**src/rtl/assert_macros.svh**
```systemverilog
// assertion helpers for the rtl core
`ifndef ASSERT_MACROS_SVH
`define ASSERT_MACROS_SVH

// same-cycle implication
`define ASSERT_NOW(lbl, clk, rstn, ante, cons) \
    lbl: assert property (@(posedge clk) disable iff (!(rstn)) (ante) |-> (cons)) \
        else $error("assertion failed");

// next-cycle implication
`define ASSERT_NEXT(lbl, clk, rstn, ante, cons) \
    lbl: assert property (@(posedge clk) disable iff (!(rstn)) (ante) |=> (cons)) \
        else $error("assertion failed");

`endif

```
**src/rtl/imuc_pkg.sv**
```systemverilog
`default_nettype none

package imuc_pkg;

    localparam int unsigned AXES                = 6;
    localparam int unsigned IN_W                = 16;
    localparam int unsigned FRACTION_BITS       = 8;
    localparam int unsigned OFF_W               = IN_W + FRACTION_BITS;
    localparam int unsigned OUT_W               = OFF_W + 1;
    localparam int unsigned DIFF_W              = OUT_W + 1;
    localparam int unsigned CCOUNT_W            = 11;
    localparam int unsigned ALPHA_W             = 17;
    localparam int unsigned PROD_W              = DIFF_W + ALPHA_W + 1;
    localparam int unsigned SMOOTH_SHIFT        = 16;
    localparam int unsigned CFG_IDX_W           = 2;
    localparam int unsigned CFG_DATA_W          = 17;
    localparam int unsigned MAX_CAL_SAMPLES_DEF = 1024;

    localparam logic [CCOUNT_W-1:0] CAL_COUNT_RST = 11'd100;
    localparam logic [ALPHA_W-1:0]  SMOOTH_RST    = 17'd6554;
    localparam logic [ALPHA_W-1:0]  SMOOTH_ONE    = 17'd65536;

    typedef enum logic [CFG_IDX_W-1:0] {
        REG_CAL_COUNT = 2'd0,
        REG_SMOOTHING = 2'd1
    } cfg_reg_t;

    typedef logic signed [IN_W-1:0]  raw_t;
    typedef logic signed [OUT_W-1:0] smooth_t;

    typedef struct packed {
        logic acc;
        logic div_load;
        logic div_step;
        logic div_fin;
        logic filt_load;
        logic mul;
        logic upd;
        logic first;
    } imuc_lane_ctrl_t;

endpackage

`default_nettype wire

```
**src/rtl/imuc_lane.sv**
```systemverilog
`default_nettype none

module imuc_lane #(
    parameter int unsigned MAX_CAL_SAMPLES = imuc_pkg::MAX_CAL_SAMPLES_DEF
) (
    input  wire logic                                     aclk,
    input  wire logic                                     aresetn,
    input  wire imuc_pkg::imuc_lane_ctrl_t                ctrl,
    input  wire imuc_pkg::raw_t                           raw,
    input  wire logic [$clog2(MAX_CAL_SAMPLES + 1)-1:0]   divisor,
    input  wire logic [imuc_pkg::ALPHA_W-1:0]             alpha,
    output imuc_pkg::smooth_t                             smoothed
);
    import imuc_pkg::*;

    localparam int unsigned CNT_W = $clog2(MAX_CAL_SAMPLES + 1);
    localparam int unsigned SUM_W = IN_W + $clog2(MAX_CAL_SAMPLES);
    localparam int unsigned DVD_W = SUM_W + FRACTION_BITS;

    logic signed [SUM_W-1:0]  sum_reg,    sum_next;
    logic signed [OFF_W-1:0]  offset_reg, offset_next;
    logic signed [OUT_W-1:0]  filt_reg,   filt_next;
    logic signed [OUT_W-1:0]  curr_reg,   curr_next;
    logic signed [DIFF_W-1:0] diff_reg,   diff_next;
    logic signed [PROD_W-1:0] prod_reg,   prod_next;
    logic [CNT_W-1:0]         rem_reg,    rem_next;
    logic [DVD_W-1:0]         dvd_reg,    dvd_next;
    logic [OFF_W-1:0]         quo_reg,    quo_next;
    logic                     neg_reg,    neg_next;

    logic [SUM_W-1:0]   sum_mag;
    logic [CNT_W:0]     trial;
    logic [CNT_W:0]     trial_sub;
    logic               trial_ge;
    logic signed [OUT_W-1:0] curr_now;
    logic signed [OUT_W-1:0] step;

    assign curr_now  = OUT_W'($signed({raw, {FRACTION_BITS{1'b0}}})) - OUT_W'(offset_reg);
    assign step      = $signed(prod_reg[SMOOTH_SHIFT +: OUT_W]);
    assign sum_mag   = sum_reg[SUM_W-1] ? SUM_W'(-sum_reg) : SUM_W'(sum_reg);
    assign trial     = {rem_reg, dvd_reg[DVD_W-1]};
    assign trial_ge  = trial >= {1'b0, divisor};
    assign trial_sub = trial - {1'b0, divisor};

    always_comb begin
        sum_next    = sum_reg;
        offset_next = offset_reg;
        filt_next   = filt_reg;
        curr_next   = curr_reg;
        diff_next   = diff_reg;
        prod_next   = prod_reg;
        rem_next    = rem_reg;
        dvd_next    = dvd_reg;
        quo_next    = quo_reg;
        neg_next    = neg_reg;
        if (ctrl.acc) begin
            sum_next = sum_reg + SUM_W'(raw);
        end
        // restoring divide of |sum|*2^frac by the sample count, one bit a cycle
        if (ctrl.div_load) begin
            neg_next = sum_reg[SUM_W-1];
            dvd_next = {sum_mag, {FRACTION_BITS{1'b0}}};
            rem_next = '0;
            quo_next = '0;
        end
        if (ctrl.div_step) begin
            dvd_next = {dvd_reg[DVD_W-2:0], 1'b0};
            quo_next = {quo_reg[OFF_W-2:0], trial_ge};
            rem_next = trial_ge ? trial_sub[CNT_W-1:0] : trial[CNT_W-1:0];
        end
        if (ctrl.div_fin) begin
            offset_next = neg_reg ? $signed(OFF_W'(-quo_reg)) : $signed(quo_reg);
        end
        if (ctrl.filt_load) begin
            curr_next = curr_now;
            diff_next = DIFF_W'(curr_now) - DIFF_W'(filt_reg);
        end
        if (ctrl.mul) begin
            prod_next = PROD_W'(diff_reg) * PROD_W'($signed({1'b0, alpha}));
        end
        if (ctrl.upd) begin
            filt_next = ctrl.first ? curr_reg : filt_reg + step;
        end
    end

    always_ff @(posedge aclk) begin
        if (!aresetn) begin
            sum_reg    <= '0;
            offset_reg <= '0;
            filt_reg   <= '0;
        end else begin
            sum_reg    <= sum_next;
            offset_reg <= offset_next;
            filt_reg   <= filt_next;
        end
    end

    always_ff @(posedge aclk) begin
        curr_reg <= curr_next;
        diff_reg <= diff_next;
        prod_reg <= prod_next;
        rem_reg  <= rem_next;
        dvd_reg  <= dvd_next;
        quo_reg  <= quo_next;
        neg_reg  <= neg_next;
    end

    assign smoothed = filt_reg;

endmodule

`default_nettype wire

```
**config.mk**
```make
export PLATFORM = sky130hd
export DESIGN_NAME = imuc_lane
export DESIGN_NICKNAME = d
export VERILOG_FILES = /design/src/rtl/assert_macros.svh /design/src/rtl/imuc_pkg.sv /design/src/rtl/imuc_lane.sv
export SDC_FILE = /design/constraint.sdc
export NUM_CORES = 2
export LEC_CHECK = 0
export ABC_CLOCK_PERIOD_IN_PS = 14700
export BUFFER_PORTS_ARGS = -buffer_cell sky130_fd_sc_hd__buf_2
export CORE_ASPECT_RATIO = 0.8
export CORE_MARGIN = 5
export CORE_UTILIZATION = 55
export CTS_CLUSTER_DIAMETER = 80
export CTS_CLUSTER_SIZE = 28
export DETAILED_ROUTE_END_ITERATION = 10
export PLACE_DENSITY = 0.72
export SYNTH_ARGS = -nofsm -noshare
export SYNTH_HDL_FRONTEND = slang
export SYNTH_SLANG_ARGS = --single-unit
```
**constraint.sdc**
```tcl
create_clock -name aclk -period 14.7 [get_ports aclk]
set_input_delay 0.735 -clock aclk [delete_from_list [all_inputs] [get_ports aclk]]
set_output_delay 0.735 -clock aclk [all_outputs]
set_load 0.05 [all_outputs]
```
Word level (Yosys, flattened, before mapping)
Index checks and enable logic that the tools add are counted.

storage, ports and cells
  input port bits = 54
  bits in registers = 229
  logic and storage cells = 31
  output and inout bits = 25

cells by class
  add/sub/neg operators = 7
  multipliers = 1
  order comparisons = 1
  reductions and logical operators = 1
  multiplexer cells = 10

operators with widths
  kind               number
  $mux 24            3
  $mux 34            2
  $mul 26x18->41     1
  $mux 11            3
  $add 26x16->26     1
  $mux 26            1
  $neg 26->26        1
  $sub 25x25->26     1
  $add 25x25->25     1
  $mux 25            1
  $sub 24x24->25     1
  $neg 24->24        1
  $ge 12x11->1       1
  $sub 11x11->11     1
  $reduce_bool 2->1  1

Longest topological paths before layout
  depth after elaboration = 4
  depth in mapped cells = 24
  mapped depth without buffers = 23

Worst setup path before layout
OpenSTA, ideal clock, no wires.

  path kind = in2reg
  from = input alpha[9] (netlist bit)
  to = register prod_reg[37], data pin
  cell stages on the path = 24
  data required time = 14.442 ns
  setup slack = 7.945 ns
  arrival time = 6.497 ns
  library setup time = 0.258 ns
  path buffers = 2
  path through = clkbuf_1 -> clkbuf_1 -> nand2_1 -> fa_1 -> inv_1 -> fa_1 -> inv_1 -> fa_1 -> inv_1 -> fa_1 -> fa_1 -> inv_1 -> fa_1 -> inv_1 -> ha_1 -> nor2_1 -> or3_1 -> a21oi_1 -> o21ai_1 -> a2111oi_0 -> o2111ai_1 -> a21boi_0 -> nor2_1 -> xnor2_1

between the ends
  longest elaborated chain between the ends = 1

RTL lines
  element               RTL line          text
  from (decl)           imuc_lane.sv:11   input wire logic [imuc_pkg::ALPHA_W-1:0] alpha,
  $mul 26x18->41        imuc_lane.sv:79   prod_next = PROD_W'(diff_reg) * PROD_W'($signed({1'b0, alpha}));
  to (signal assigned)  imuc_lane.sv:101  prod_reg <= prod_next;
  to (decl)             imuc_lane.sv:25   logic signed [PROD_W-1:0] prod_reg, prod_next;

No other way between the ends.
A chain may end at the register's enable or synchronous reset.

Final worst setup path
  from = register diff_reg[15]
  to = register prod_reg[37], data pin

between the ends
  longest elaborated chain between the ends = 1

RTL lines
  element                 RTL line          text
  from (decl)             imuc_lane.sv:24   logic signed [DIFF_W-1:0] diff_reg, diff_next;
  from (signal assigned)  imuc_lane.sv:100  diff_reg <= diff_next;
  $mul 26x18->41          imuc_lane.sv:79

No other way between the ends.

==> impl_metrics.env <==
export IMPL_crit_chain="and2_1 > fa_1 > inv_1 > fa_1 > fa_1 > inv_1 > fa_1 > fa_1 > inv_1 > fa_1 > inv_1 > ha_1 > nand2_1 > or3_1 > a21oi_1 > o21ai_1 > a2111oi_0 > o2111ai_1 > a21boi_0 > nor2_1 > xnor2_1"
export IMPL_hold_buffers=0
export IMPL_cap_violations=0
export IMPL_min_from="ctrl[6]"
export IMPL_layout_cells_most_common_list="inv_1, fa_1, nand2_1, and2_1, ha_1"
export IMPL_die_y_um=211
export IMPL_cts_max_path_buffers=3
export IMPL_r2r_start="diff_reg[15]"
export IMPL_route_detailed_drc=0
export IMPL_grt_pass1_wl_um=114000
export IMPL_reg2reg_depth=21
export IMPL_insertion_delay_ns=0.50
export IMPL_syn_area_um2=27800
export IMPL_drive_gt1_frac=0.0450
export IMPL_reg2reg_slack_ns=7.35
export IMPL_fmax_ghz=0.136
export IMPL_cts_setup_buffers=0
export IMPL_synth_top_area_share=0.297
export IMPL_period_minus_slack_ns=7.35
export IMPL_clock_skew_ns=0.0346
export IMPL_grt_max_degree=76
export IMPL_slew_headroom=0.307
export IMPL_syn_inst=3015
export IMPL_io_buffers=78
export IMPL_arrival_ns=7.60
export IMPL_synth_seq_cells=213
export IMPL_tightest_slew_ns=1.04
export IMPL_slew_viol_final=0
export IMPL_hold_viol_final=0
export IMPL_drt_iter0_drc=1699
export IMPL_slowest_stage="edfxtp_1"
export IMPL_placed_area_um2=28800
export IMPL_io_pins=79
export IMPL_critPathLaunch="diff_reg[15]"
export IMPL_num_rows=73
export IMPL_nets=3680
export IMPL_endpoint_kind="flip-flop"
export IMPL_status="completed"
export IMPL_cts_buffers=12
export IMPL_start_util=0.558
export IMPL_chipWidth_um=262
export IMPL_worstSetupStartpointType="flip-flop"
export IMPL_cts_root_buf="clkbuf_16"
export IMPL_cts_tree="yes"
export IMPL_place_ws_ns=7.00
export IMPL_design_area_um2=29200
export IMPL_synth_fp_nets=3682
export IMPL_max_stage_delay_ns=0.81
export IMPL_grtUsageTotal=0.254
export IMPL_cts_resized=0
export IMPL_core_area_um2=49900
export IMPL_rsz0062_at_grt="false"
export IMPL_via_per_inst=5.65
export IMPL_gr_total_overflow=0
export IMPL_clk_pin_slew_worst_paths_ns=0.10
export IMPL_avgRoutedWirePerCell_um=18.7
export IMPL_h_tree_depth=1
export IMPL_synth_edf_count=138
export IMPL_ys_seq_area_frac=0.203
export IMPL_setup_tns_ns=0
export IMPL_post_synth_num_cell_types=70
export IMPL_synth_avg_cell_area_um2=9.24
export IMPL_synth_top_cell_by_area="fa_1"
export IMPL_critPathMaxFanout=17
export IMPL_setup_violations=0
export IMPL_worstHoldPathCells=1
export IMPL_hold_class="input port to flip-flop"
export IMPL_routed_wirelength_um=68900
export IMPL_dpl_hpwl_um=53400
export IMPL_route_vias_total=20900
export IMPL_post_route_worst_setup_slack_ns=7.35
export IMPL_cp_required_ns=14.95
export IMPL_gp_congestion=0.906
export IMPL_first_pass_iters=6
export IMPL_synth_warnings=0
export IMPL_min_period_over_period=0.500
export IMPL_critPathKind="flip-flop to flip-flop"
export IMPL_async_reset_ff_frac=0
export IMPL_nFillCells=4376
export IMPL_grt_pass1_vias=22200
export IMPL_die_area_um2=55300
export IMPL_final_common_cell="inv_1"
export IMPL_final_antenna_net_count=0
export IMPL_synthFlopType="edfxtp_1"
export IMPL_crit_top_cell="fa_1"
export IMPL_antenna_found_initial=2
export IMPL_synth_area_leaders="fa_1, edfxtp_1, ha_1"
export IMPL_syn2layout_area_growth_pct=4.78
export IMPL_clkSinkCount=213
[final timing paths]
check / end
worst max-delay path: prod_reg[37]
worst min-delay path: neg_reg
worst max register to register: prod_reg[37]
worst min register to register: offset_reg[9]
[routing by layer]
metal  part of all wire  vias to the layer above  track usage
met3              0.074                       92       0.0402
met4              0.019                        2       0.0449
met1               0.44                    10500        0.366
met5            0.00017                        -            0
li1                   -                     9552            -
met2               0.47                      698        0.418
[cells in the mapped netlist (all sizes together), types with 5 or more instances]
library cell and n:
inv 585, fa 413, nand2 338, and2 237, ha 200, edfxtp 138, nor2 121, o21ai 116
clkbuf 105, a21oi 101, xnor2 90, dfxtp 75, xor2 73, a211oi 41, a21o 41, nand3 40
mux2i 31, nor3 25, or3 21, nor2b 17, nand2b 15, o21a 14, and3 12, o21bai 12
o31ai 11, nand4 10, a31oi 9, o211ai 9, nor4 8, or4 8, a211o 7, nor3b 7
o2111ai 7, o41ai 7, or2 6, a2111oi 5, a311oi 5, a31o 5, buf 5
[worst max-delay path: cells and delay by family, from the launching register on]
family / cells / cell delay, ns
adders and majority gates: 7 / 3.32
AOI/OAI and AO/OA: 5 / 1.76
and+or+nand+nor: 4 / 0.88
DFF: 1 / 0.81
buffers and inverters: 4 / 0.21
xor gates and xnor gates: 1 / 0.13
[cell families (layout without fill, tap and decap cells)]
kind of cell | Yosys count | count (layout) | synth area share
AO/OA/AOI/OAI | 420 | 420 | 0.0984
multiplexers | 34 | 34 | 0.0124
flip-flops | 213 | 213 | 0.203
XOR/XNOR | 163 | 163 | 0.0513
buffers and inverters | 695 | 699 | 0.0937
AND/OR/NAND/NOR | 877 | 877 | 0.155
adder cells (fa/ha/maj) | 613 | 613 | 0.387
other | 0 | 1 | 0
[layout make-up]
cell class	count	area, um2	area share
Antenna cell	1	2.50	0.0000858
Clock buffer	13	304	0.0104
Clock inverter	7	81.3	0.00279
Inverter	585	2200	0.0753
Multi-Input combinational cell	2107	19600	0.672
Sequential cell	213	5650	0.193
Tap cell	675	845	0.0289
Timing Repair Buffer	94	510	0.0175
[stage by stage]
| stage | util | cells | hold slack, ns |
|---|---|---|---|
| floorplan | - | 3015 | 0.406 |
| global placement | 0.577 | 3674 | 0.473 |
| detailed placement | 0.577 | 3674 | 0.483 |
| CTS | 0.585 | 3694 | 0.433 |
| global route | 0.585 | 3694 | 0.439 |
| finish | 0.585 | 3695 | 0.442 |
Power is left out: the tool's default activity adds up to more than one toggle a clock period on the data nets, which glitch-free logic cannot reach.
